File: config.mk
export PLATFORM = sky130hd
export DESIGN_NAME = tga_rle_pixel_decoder
export DESIGN_NICKNAME = d
export VERILOG_FILES = /design/src/rtl/tga_rle_pkg.sv /design/src/rtl/tga_rle_front.sv /design/src/rtl/tga_rle_back.sv /design/src/rtl/tga_rle_pixel_decoder.sv
export SDC_FILE = /design/constraint.sdc
export NUM_CORES = 1
export LEC_CHECK = 0
export BUFFER_PORTS_ARGS = -buffer_cell sky130_fd_sc_hd__buf_2
export CAP_MARGIN = 20
export CORE_MARGIN = 5
export CORE_UTILIZATION = 45
export CTS_CLUSTER_SIZE = 40
export DETAILED_ROUTE_END_ITERATION = 10
export PLACE_DENSITY = 0.7
export SKIP_LAST_GASP = 1
export SYNTH_ARGS = -nofsm -noshare
export SYNTH_HDL_FRONTEND = slang
export SYNTH_SLANG_ARGS = --single-unit
File: constraint.sdc
create_clock -name clk -period 15.92 [get_ports clk]
set_clock_uncertainty 0.2 [all_clocks]
set_input_delay 2.388 -clock clk [delete_from_list [all_inputs] [get_ports clk]]
set_output_delay 2.388 -clock clk [all_outputs]
set_load 0.005 [all_outputs]
File: src/rtl/tga_rle_pkg.sv
// ----------------------------------------------------------------------------
// TGA RLE pixel decoder package
// Shared widths, register indexes and the types passed between modules.
// ----------------------------------------------------------------------------
`default_nettype none

package tga_rle_pkg;

  localparam int PIX_CNT_W   = 32;
  localparam int CFG_IDX_W   = 8;
  localparam int CFG_DATA_W  = 32;
  localparam int QUEUE_DEPTH = 4;
  localparam int QPTR_W      = $clog2(QUEUE_DEPTH);
  localparam int QLEVEL_W    = QPTR_W + 1;

  // Register indexes on the configuration port.
  localparam logic [CFG_IDX_W-1:0] CFG_FOUR_BPP    = CFG_IDX_W'(0);
  localparam logic [CFG_IDX_W-1:0] CFG_PIXEL_COUNT = CFG_IDX_W'(1);

  // Packet header coding.
  localparam logic [7:0] RUN_BIAS    = 8'd127;
  localparam logic [7:0] ALPHA_OPAQUE = 8'd255;

  typedef struct packed {
    logic                 four_bpp;
    logic [PIX_CNT_W-1:0] pixel_count;
  } cfg_t;

  // Result record; red sits in the lowest bits.
  typedef struct packed {
    logic       image_done;
    logic [7:0] repeat_count;
    logic [7:0] alpha;
    logic [7:0] blue;
    logic [7:0] green;
    logic [7:0] red;
  } pix_t;

endpackage

`default_nettype wire

File: src/rtl/tga_rle_front.sv
// ----------------------------------------------------------------------------
// TGA RLE front end
// Parses packet headers, gathers pixel bytes and clamps run lengths to the
// pixels left in the image, then hands finished pixels to the result queue.
// ----------------------------------------------------------------------------
`default_nettype none

module tga_rle_front (
  input  logic                clk,
  input  logic                rst,
  input  tga_rle_pkg::cfg_t   cfg,
  input  logic                in_valid,
  input  logic [7:0]          in_byte,
  input  logic                room,
  output logic                push,
  output tga_rle_pkg::pix_t   pix
);

  logic                              awaiting_header;
  logic                              packet_is_run;
  logic [7:0]                        packet_pixels_left;
  logic [1:0]                        byte_in_pixel;
  logic [23:0]                       pixel_bytes_held;
  logic [tga_rle_pkg::PIX_CNT_W-1:0] pixels_written;

  logic                              in_fire;
  logic                              borrow;
  logic [tga_rle_pkg::PIX_CNT_W-1:0] diff;
  logic [tga_rle_pkg::PIX_CNT_W-1:0] remaining;
  logic                              rem_zero;
  logic                              rem_small;
  logic [1:0]                        last_idx;
  logic                              pixel_end;
  logic [23:0]                       held_merge;
  logic [7:0]                        run_count;
  logic [7:0]                        count;
  logic                              emit;
  logic [7:0]                        left_dec;

  assign in_fire = in_valid && room;

  // Pixels still missing from the image; zero once it is complete.
  assign {borrow, diff} = {1'b0, cfg.pixel_count} - {1'b0, pixels_written};
  assign remaining = borrow ? '0 : diff;
  assign rem_zero  = (remaining == '0);
  assign rem_small = (remaining[tga_rle_pkg::PIX_CNT_W-1:8] == '0);

  assign last_idx  = cfg.four_bpp ? 2'd3 : 2'd2;
  assign pixel_end = !awaiting_header && (byte_in_pixel >= last_idx);

  always_comb begin
    held_merge = pixel_bytes_held;
    case (byte_in_pixel)
      2'd0:    held_merge[7:0]   = in_byte;
      2'd1:    held_merge[15:8]  = in_byte;
      2'd2:    held_merge[23:16] = in_byte;
      default: held_merge = pixel_bytes_held;
    endcase
  end

  assign run_count = (rem_small && (remaining[7:0] < packet_pixels_left)) ?
                     remaining[7:0] : packet_pixels_left;
  assign count     = packet_is_run ? run_count : 8'd1;
  // A run always holds at least one pixel, so both packet kinds emit while
  // the image still has room.
  assign emit      = pixel_end && !rem_zero;
  assign push      = in_fire && emit;
  assign left_dec  = packet_pixels_left - 8'd1;

  always_comb begin
    pix.red          = held_merge[23:16];
    pix.green        = held_merge[15:8];
    pix.blue         = held_merge[7:0];
    pix.alpha        = cfg.four_bpp ? in_byte : tga_rle_pkg::ALPHA_OPAQUE;
    pix.repeat_count = count;
    // The count never overshoots, so this result ends the image exactly
    // when it covers every pixel still missing.
    pix.image_done   = ({{(tga_rle_pkg::PIX_CNT_W-8){1'b0}}, count} == remaining);
  end

  always_ff @(posedge clk) begin
    if (rst) begin
      awaiting_header    <= 1'b1;
      packet_is_run      <= 1'b0;
      packet_pixels_left <= '0;
      byte_in_pixel      <= '0;
      pixel_bytes_held   <= '0;
      pixels_written     <= '0;
    end else if (in_fire) begin
      if (awaiting_header) begin
        if (!rem_zero) begin
          packet_is_run      <= in_byte[7];
          packet_pixels_left <= in_byte[7] ? (in_byte - tga_rle_pkg::RUN_BIAS)
                                           : (in_byte + 8'd1);
          byte_in_pixel      <= '0;
          pixel_bytes_held   <= '0;
          awaiting_header    <= 1'b0;
        end
      end else if (!pixel_end) begin
        pixel_bytes_held <= held_merge;
        byte_in_pixel    <= byte_in_pixel + 2'd1;
      end else begin
        if (emit) begin
          pixels_written <= pixels_written +
                            {{(tga_rle_pkg::PIX_CNT_W-8){1'b0}}, count};
        end
        if (packet_is_run) begin
          packet_pixels_left <= '0;
          awaiting_header    <= 1'b1;
        end else begin
          packet_pixels_left <= left_dec;
          if (left_dec == '0) begin
            awaiting_header <= 1'b1;
          end
        end
        byte_in_pixel    <= '0;
        pixel_bytes_held <= '0;
      end
    end
  end

`ifndef SYNTHESIS
  a_count_nonzero: assert property (@(posedge clk) disable iff (rst)
    push |-> (pix.repeat_count != 8'd0))
    else $error("front pushed a result with a zero repeat count");

  a_header_clean: assert property (@(posedge clk) disable iff (rst)
    awaiting_header |-> (byte_in_pixel == 2'd0 && pixel_bytes_held == 24'd0))
    else $error("pixel assembly state left over at a packet header");

  a_push_on_pixel: assert property (@(posedge clk) disable iff (rst)
    push |-> (!awaiting_header && in_valid && room))
    else $error("result pushed without a closing pixel beat");
`endif

endmodule

`default_nettype wire

File: src/rtl/tga_rle_back.sv
// ----------------------------------------------------------------------------
// TGA RLE back end
// Holds finished pixels in a short queue and shows them on the output stream,
// so the parser takes bytes while the sink stalls, until the queue fills.
// ----------------------------------------------------------------------------
`default_nettype none

module tga_rle_back (
  input  logic              clk,
  input  logic              rst,
  input  logic              push,
  input  tga_rle_pkg::pix_t pix_in,
  output logic              room,
  output logic              out_valid,
  input  logic              out_ready,
  output tga_rle_pkg::pix_t pix_out
);

  tga_rle_pkg::pix_t                 mem [tga_rle_pkg::QUEUE_DEPTH];
  logic [tga_rle_pkg::QPTR_W-1:0]    wr_ptr;
  logic [tga_rle_pkg::QPTR_W-1:0]    rd_ptr;
  logic [tga_rle_pkg::QLEVEL_W-1:0]  level;
  logic                              pop;

  assign room      = (level != tga_rle_pkg::QLEVEL_W'(tga_rle_pkg::QUEUE_DEPTH));
  assign out_valid = (level != '0);
  assign pop       = out_valid && out_ready;
  assign pix_out   = mem[rd_ptr];

  always_ff @(posedge clk) begin
    if (push) begin
      mem[wr_ptr] <= pix_in;
    end
  end

  always_ff @(posedge clk) begin
    if (rst) begin
      wr_ptr <= '0;
      rd_ptr <= '0;
      level  <= '0;
    end else begin
      if (push) begin
        wr_ptr <= wr_ptr + tga_rle_pkg::QPTR_W'(1);
      end
      if (pop) begin
        rd_ptr <= rd_ptr + tga_rle_pkg::QPTR_W'(1);
      end
      case ({push, pop})
        2'b10:   level <= level + tga_rle_pkg::QLEVEL_W'(1);
        2'b01:   level <= level - tga_rle_pkg::QLEVEL_W'(1);
        default: level <= level;
      endcase
    end
  end

`ifndef SYNTHESIS
  a_level_bound: assert property (@(posedge clk) disable iff (rst)
    level <= tga_rle_pkg::QLEVEL_W'(tga_rle_pkg::QUEUE_DEPTH))
    else $error("result queue level beyond its depth");

  a_no_overflow: assert property (@(posedge clk) disable iff (rst)
    push |-> room)
    else $error("result pushed into a full queue");

  a_level_grows: assert property (@(posedge clk) disable iff (rst)
    (push && !pop) |=> (level == $past(level) + tga_rle_pkg::QLEVEL_W'(1)))
    else $error("queue level did not follow a lone push");
`endif

endmodule

`default_nettype wire

File: src/rtl/tga_rle_pixel_decoder.sv
// A pixel's result is queued on its last byte beat; m_tvalid shows the queue head.
// Throughput: one byte beat per cycle while s_tready is high; a run result takes 4 or 5 beats.
// A four-entry result queue lets the byte input keep running while m_tready is low,
// until four results wait; then s_tready drops until a result leaves.
// Reset (rst, synchronous): parser waits for a packet header, image count and queue
// clear, registers go to 24-bit pixels and a pixel count of one.
// ----------------------------------------------------------------------------
// TGA RLE pixel decoder
// Decodes the run-length coded TGA pixel stream into RGBA results with a
// repeat count, one byte beat in per cycle while s_tready is high.
// ----------------------------------------------------------------------------
`default_nettype none

module tga_rle_pixel_decoder (
  input  logic                               clk,
  input  logic                               rst,
  // Byte stream in.
  input  logic                               s_tvalid,
  output logic                               s_tready,
  input  logic [7:0]                         s_tdata,   // stream_byte
  // Pixel results out.
  output logic                               m_tvalid,
  input  logic                               m_tready,
  output logic [39:0]                        m_tdata,   // red, green, blue, alpha, repeat_count
  output logic                               m_tlast,   // image_done
  // Register writes.
  input  logic                               cfg_valid,
  output logic                               cfg_ready,
  input  logic [tga_rle_pkg::CFG_IDX_W-1:0]  cfg_index,
  input  logic [tga_rle_pkg::CFG_DATA_W-1:0] cfg_data
);

  tga_rle_pkg::cfg_t cfg;
  tga_rle_pkg::pix_t front_pix;
  tga_rle_pkg::pix_t back_pix;
  logic              push;
  logic              room;

  assign cfg_ready = 1'b1;

  always_ff @(posedge clk) begin
    if (rst) begin
      cfg.four_bpp    <= 1'b0;
      cfg.pixel_count <= tga_rle_pkg::PIX_CNT_W'(1);
    end else if (cfg_valid && cfg_ready) begin
      case (cfg_index)
        tga_rle_pkg::CFG_FOUR_BPP:    cfg.four_bpp    <= cfg_data[0];
        tga_rle_pkg::CFG_PIXEL_COUNT: cfg.pixel_count <= cfg_data[tga_rle_pkg::PIX_CNT_W-1:0];
        default:                      cfg <= cfg;
      endcase
    end
  end

  assign s_tready = room;

  tga_rle_front u_front (
    .clk      (clk),
    .rst      (rst),
    .cfg      (cfg),
    .in_valid (s_tvalid),
    .in_byte  (s_tdata),
    .room     (room),
    .push     (push),
    .pix      (front_pix)
  );

  tga_rle_back u_back (
    .clk       (clk),
    .rst       (rst),
    .push      (push),
    .pix_in    (front_pix),
    .room      (room),
    .out_valid (m_tvalid),
    .out_ready (m_tready),
    .pix_out   (back_pix)
  );

  assign m_tdata = back_pix[39:0];
  assign m_tlast = back_pix.image_done;

endmodule

`default_nettype wire

* After elaboration in Yosys (flattened, before gate mapping)
Memories as Yosys holds them, arrays and structs flattened. A register that Yosys moved wholly into a read port is not among the register bits.
Index checks and enable logic that the tools add are counted.
** Cells by class
- Add/sub/neg operators :: 10
- Magnitude comparators :: 2
- Equal/unequal tests :: 8
- Mux-type cells :: 29
- Bitwise operators :: 2
- Reductions and logical operators :: 22
** Operators by type and width (count)
- $mux 8 :: 11
- $mux 24 :: 3
- $sub 32x32->33 :: 1
- $add 32x8->32 :: 1
- $eq 8x32->1 :: 1
- $logic_not 32->1 :: 1
- $mux 32 :: 1
- $logic_not 24->1 :: 1
- $logic_not 8->1 :: 2
- $mux 2 :: 5
- $add 8x1->8 const B :: 1
- $eq 8x1->1 const B :: 1
- $lt 8x8->1 :: 1
- $mux 1 :: 8
- $sub 8x1->8 const B :: 1
- $sub 8x7->8 const B :: 1
- $add 2x1->2 const B :: 3
- $logic_and 1x1->1 :: 6
- $pmux 3 s2 :: 1
- $reduce_and 2->1 :: 3
- $reduce_and 3->1 :: 2
- $eq 2x1->1 const B :: 2
- $eq 2x2->1 const B :: 2
- $reduce_and 4->1 :: 1
- other kinds (10) :: 13
** Storage, ports and cells
- Register bits after elaboration :: 108
- Bits in writable memories :: 164
- Bits of input ports :: 53
- Output and inout port bits :: 44
- Logic and storage cells :: 85
- Memories :: 1
** Memories
- u_back.mem :: depth 4, bits a word 41, rd ports 1, clocked after Yosys merged registers in 1, write ports 1, line tga_rle_back.sv:19 : tga_rle_pkg::pix_t mem [tga_rle_pkg::QUEUE_DEPTH];

* Depth between registers and ports, before layout
- Word-level depth :: 8
- Mapped depth :: 31
- Depth with buffers taken out :: 30

* By module
From an unflattened synthesis, not the netlist that was laid out.
** Second synthesis, totals
- Cells, all modules :: 1342
- Area, all modules :: 14856.7 µm²
** By module, submodules not included
- tga_rle_front :: instances 1, cells each 930, area an instance 6900.4 µm², seq. area each 1361.3 µm²
- tga_rle_back :: instances 1, cells each 263, area an instance 6414.9 µm², seq. area each 5104.9 µm²
- tga_rle_pixel_decoder :: instances 1, cells each 149, area an instance 1541.5 µm², seq. area each 660.6 µm²

* Least setup slack after synthesis
Ideal clock, no wire load.
- Path kind :: reg-to-reg
- Start point :: register u_front.pixels_written[13] (netlist bit)
- End point :: register u_front.pixels_written[28] (netlist bit)
- Library setup time :: 121 ps
- Data arrival time :: 6365 ps
- Required time :: 15599 ps
- Slack :: 9233 ps
- Stages on the path, launching flop included :: 30
- Path buffers :: 2
- Clock period less this slack :: 6687 ps
- Path through :: dfxtp_1 inv_1 ha_1 clkbuf_2 a21oi_1 o21ai_0 a22oi_1 nand4_1 a311oi_2 clkbuf_1 nor2_1 ha_1 and3_1 a221o_1 a21oi_1 nand2_1 o311ai_0 ha_1 inv_1 fa_1 nor2b_1 o21ai_0 nand2b_1 a21o_1 a21oi_1 o21bai_1 a21oi_1 or3b_4 nor3_2 mux2_4
** RTL lines
- from (decl) :: line tga_rle_front.sv:24 : logic [tga_rle_pkg::PIX_CNT_W-1:0] pixels_written;
- from (signal assigned) :: line tga_rle_front.sv:104 : pixels_written <= pixels_written +

==> summary.md <==
| Metric | Value |
|---|---|
| Status | `finished clean` |
| Post-synth EDFFs | `164` |
| Vias/cell | `5.70` |
| Final std cells w/o fill | `1801` |
| Post-CTS sizing | `0` |
| Slew Viols, Final | `0` |
| Total grt overflow | `0` |
| Hold crit path type | `flip-flop to flip-flop` |
| Vias | `10.3k` |
| Layout cells sized above 1 | `0.179` |
| Syn Nets | `1422` |
| Worst r2r path cells | `28` |
| Syn-to-layout area delta | `12.2%` |
| Delay of the slowest critical-path stage | `0.80 ns` |
| Diode count | `0` |
| Post-CTS Hold Buffers | `0` |
| Crit path time final | `7.67 ns` |
| Critical path startpoint category | `flip-flop` |
| Worst slew margin | `0.296` |
| Clk slew on worst S/H paths | `0.07 ns` |
| Num CTS Buffers | `30` |
| Crit path from | `u_front.pixels_written[13]` |
| Setup violators final | `0` |
| GPL Wtd Cong | `0.945` |
| Largest net degree at the start of global routing | `79` |
| Port Buf Inserts | `95` |
| Number of global-route vias before repair | `10.1k` |
| Synth area leaders | `edfxtp_1 35%, dfxtp_1 16%, mux4_2 6.5%, ha_1 5.1%, a21oi_1 4.6%` |
| Worst-Skew Late Latency | `0.57 ns` |
| Primary FF master, synth | `edfxtp_1` |
| Distinct cells, synth | `86` |
| Post-synth top area share | `0.347` |
| Clk buf depth | `3` |
| Die ar. | `35200 um^2` |
| Drt wl/cell | `18.5 um` |
| Drt drc | `0` |
| Seq pwr share | `0.502` |
| Site row count | `65` |
| Total GRT Usage | `0.186` |
| Final worst path period share | `0.482` |
| Nets | `1489` |
| Register area share after synthesis | `0.502` |
| Post-Syn Area | `14200 um^2` |
| HPWL after DPL | `23.2 mm` |
| Hold path startpoint | `cfg[28]` |
| Post-DRT Antenna Nets | `0` |
| Max FO, Critical Path | `19` |
| Cell count after placement | `1744` |
| Initial antenna violation count | `0` |
| Yosys top cell by area | `edfxtp_1` |
| Clock root cell | `clkbuf_16` |
| CP Class | `flip-flop to flip-flop` |
| Die height | `188 um` |
| Crit end category | `flip-flop` |
| DRT iter0 DRCs | `736` |
| Worst r2r src | `u_front.pixels_written[13]` |
| Setup TNS | `0 ns` |
| Top-count cell post-synth | `edfxtp_1` |
| CP max-delay cell | `o311ai_0` |
| Hold path endpoint | `cfg[28]` |
| Effective utilization at floorplan | `0.453` |
| Switching Share | `0.223` |
| Final Instance Area | `15900 um^2` |
| Net Sw Power | `0.337 mW` |
| Fin. Hold Viols | `0` |
| Max Cap Viol | `0` |
| Top cells by count, synth | `164 x edfxtp_1, 142 x nand2_1, 131 x a21oi_1` |
| Hold WS | `0.261 ns` |
| #FFs+latches synth | `274` |
| FMAX | `130 MHz` |
| Drt total wl | `33.3 mm` |
| Pre-antenna DRT Iters | `5` |
| Post-CTS setup buffers | `0` |
| CTS H-tree depth | `1` |
| Cell count after synthesis | `1308` |
| Hold Path Stages | `2` |
| Critical Path RT | `16.14 ns` |
| Syn. warnings | `0` |
| Clock power share | `0.439` |
| RSZ-0062 raised after global routing | `no` |
| PD cells | `94.9 nW/um^2` |
| Post-placement cell area | `14900 um^2` |
| Worst slew pin tran | `1.06 ns` |
| First-pass GRT wire length | `53.7 mm` |
| Asr flop ratio synth | `0` |
| CORE AREA | `31300 um^2` |
| Worst EP arrival | `7.89 ns` |
| Mapped Avg Cell Area | `10.8 um^2` |
| Max VDD drop | `0.0807 mV` |
| Pleak | `5.86 nW` |
| Internal power | `1.17 mW` |
| CP most frequent cell | `a21oi_1` |
| CTS tree | `done` |
| Die Span X | `188 um` |
| R2R Setup Slk | `8.25 ns` |
| Combinational Power Share | `0.059` |
| Clock Sinks | `274` |
| Worst R2R End | `u_front.pixels_written[20]` |
| Ports | `97` |
[cells by family (layout without fill, tap and decap cells)]
kind of cell | count (synthesis) | after routing | share of synthesized area
multiplexers | 85 | 85 | 0.0998
XOR/XNOR | 38 | 38 | 0.0235
AO/OA/AOI/OAI | 283 | 283 | 0.128
flip-flops | 274 | 274 | 0.502
other | 1 | 1 | 0.000264
AND/OR/NAND/NOR | 429 | 429 | 0.150
buffers and inverters | 136 | 227 | 0.0393
adder cells (fa/ha/maj) | 62 | 62 | 0.0561
[cells in the final DEF (no fill, tap or decap), drive strengths merged, types with 41 or more instances in the layout]
master and n:
a21oi 132, buf 107, clkbuf 47, dfxtp 110, edfxtp 164, ha 58, inv 65, mux4 41
nand2 142, nand2b 42, nand3 48, nor2 87
[worst max-delay path, delay by kind of cell, from the launching register on]
family | cells | cell delay [ns]
AO/OA/AOI/OAI | 13 | 3.20
AND/OR/NAND/NOR | 8 | 1.94
adder cells (fa/ha/maj) | 4 | 1.43
flip-flops | 1 | 0.40
buffers and inverters | 3 | 0.35
[state kept, by name, indices dropped and copies added (netlist names), named ones only]
| register | cells |
|---|---|
| u_front.packet_is_run | 1 |
| u_front.packet_pixels_left | 8 |
| u_front.pixels_written | 32 |
| u_front.pixel_bytes_held | 24 |
| u_back.mem | 164 |
| u_back.wr_ptr | 2 |
| u_front.awaiting_header | 1 |
| u_back.level | 3 |
| u_front.byte_in_pixel | 2 |
| u_back.rd_ptr | 2 |
| cfg | 33 |
[how the worst max path moves through the flow]
stage	to	slack, ns	cells past startpoint
3_3_place_gp	u_front.pixels_written[24]	8.60	28
6_report	u_front.pixels_written[20]	8.25	28
2_1_floorplan	u_front.pixels_written[28]	9.23	29
3_5_place_dp	u_front.pixels_written[24]	8.33	28
4_1_cts	u_front.pixels_written[20]	8.27	28
5_1_grt	u_front.pixels_written[24]	7.47	28
[through the flow]
| stage | util | power (mW) | setup slack (ns) |
|---|---|---|---|
| final | 0.509 | 1.51 | 8.25 |
| after global routing | 0.509 | 1.57 | 7.47 |
| after CTS | 0.508 | 1.53 | 8.27 |
| after detailed placement | 0.477 | 0.862 | 8.33 |
| after global placement | 0.477 | 0.860 | 8.60 |
| after floorplan | - | 0.835 | 9.23 |
[layout make-up]
type | instances | area (um^2)
Clock buffer | 47 | 856
Sequential cell | 274 | 7130
Timing Repair Buffer | 107 | 581
Fill cell | 2746 | 15400
Multi-Input combinational cell | 898 | 6510
Inverter | 64 | 243
Clock inverter | 9 | 101
Tap cell | 402 | 503
[power by group through the flow]
stage | clock, mW | combinational (mW) | sequential, mW
after floorplan | 0 | 0.0645 | 0.770
after global placement | 0 | 0.0863 | 0.774
after detailed placement | 0 | 0.0877 | 0.774
after CTS | 0.679 | 0.0881 | 0.759
after global routing | 0.709 | 0.0974 | 0.760
final | 0.664 | 0.0886 | 0.759
[metal layers]
layer | track usage | part of all wire | up-vias
met5 | 0 | 0 | -
met4 | 0.0576 | 0.034 | 0
met3 | 0.0266 | 0.053 | 73
met2 | 0.314 | 0.47 | 281
met1 | 0.249 | 0.44 | 4953
li1 | - | - | 4959
Power figures use the tool's default switching activity.
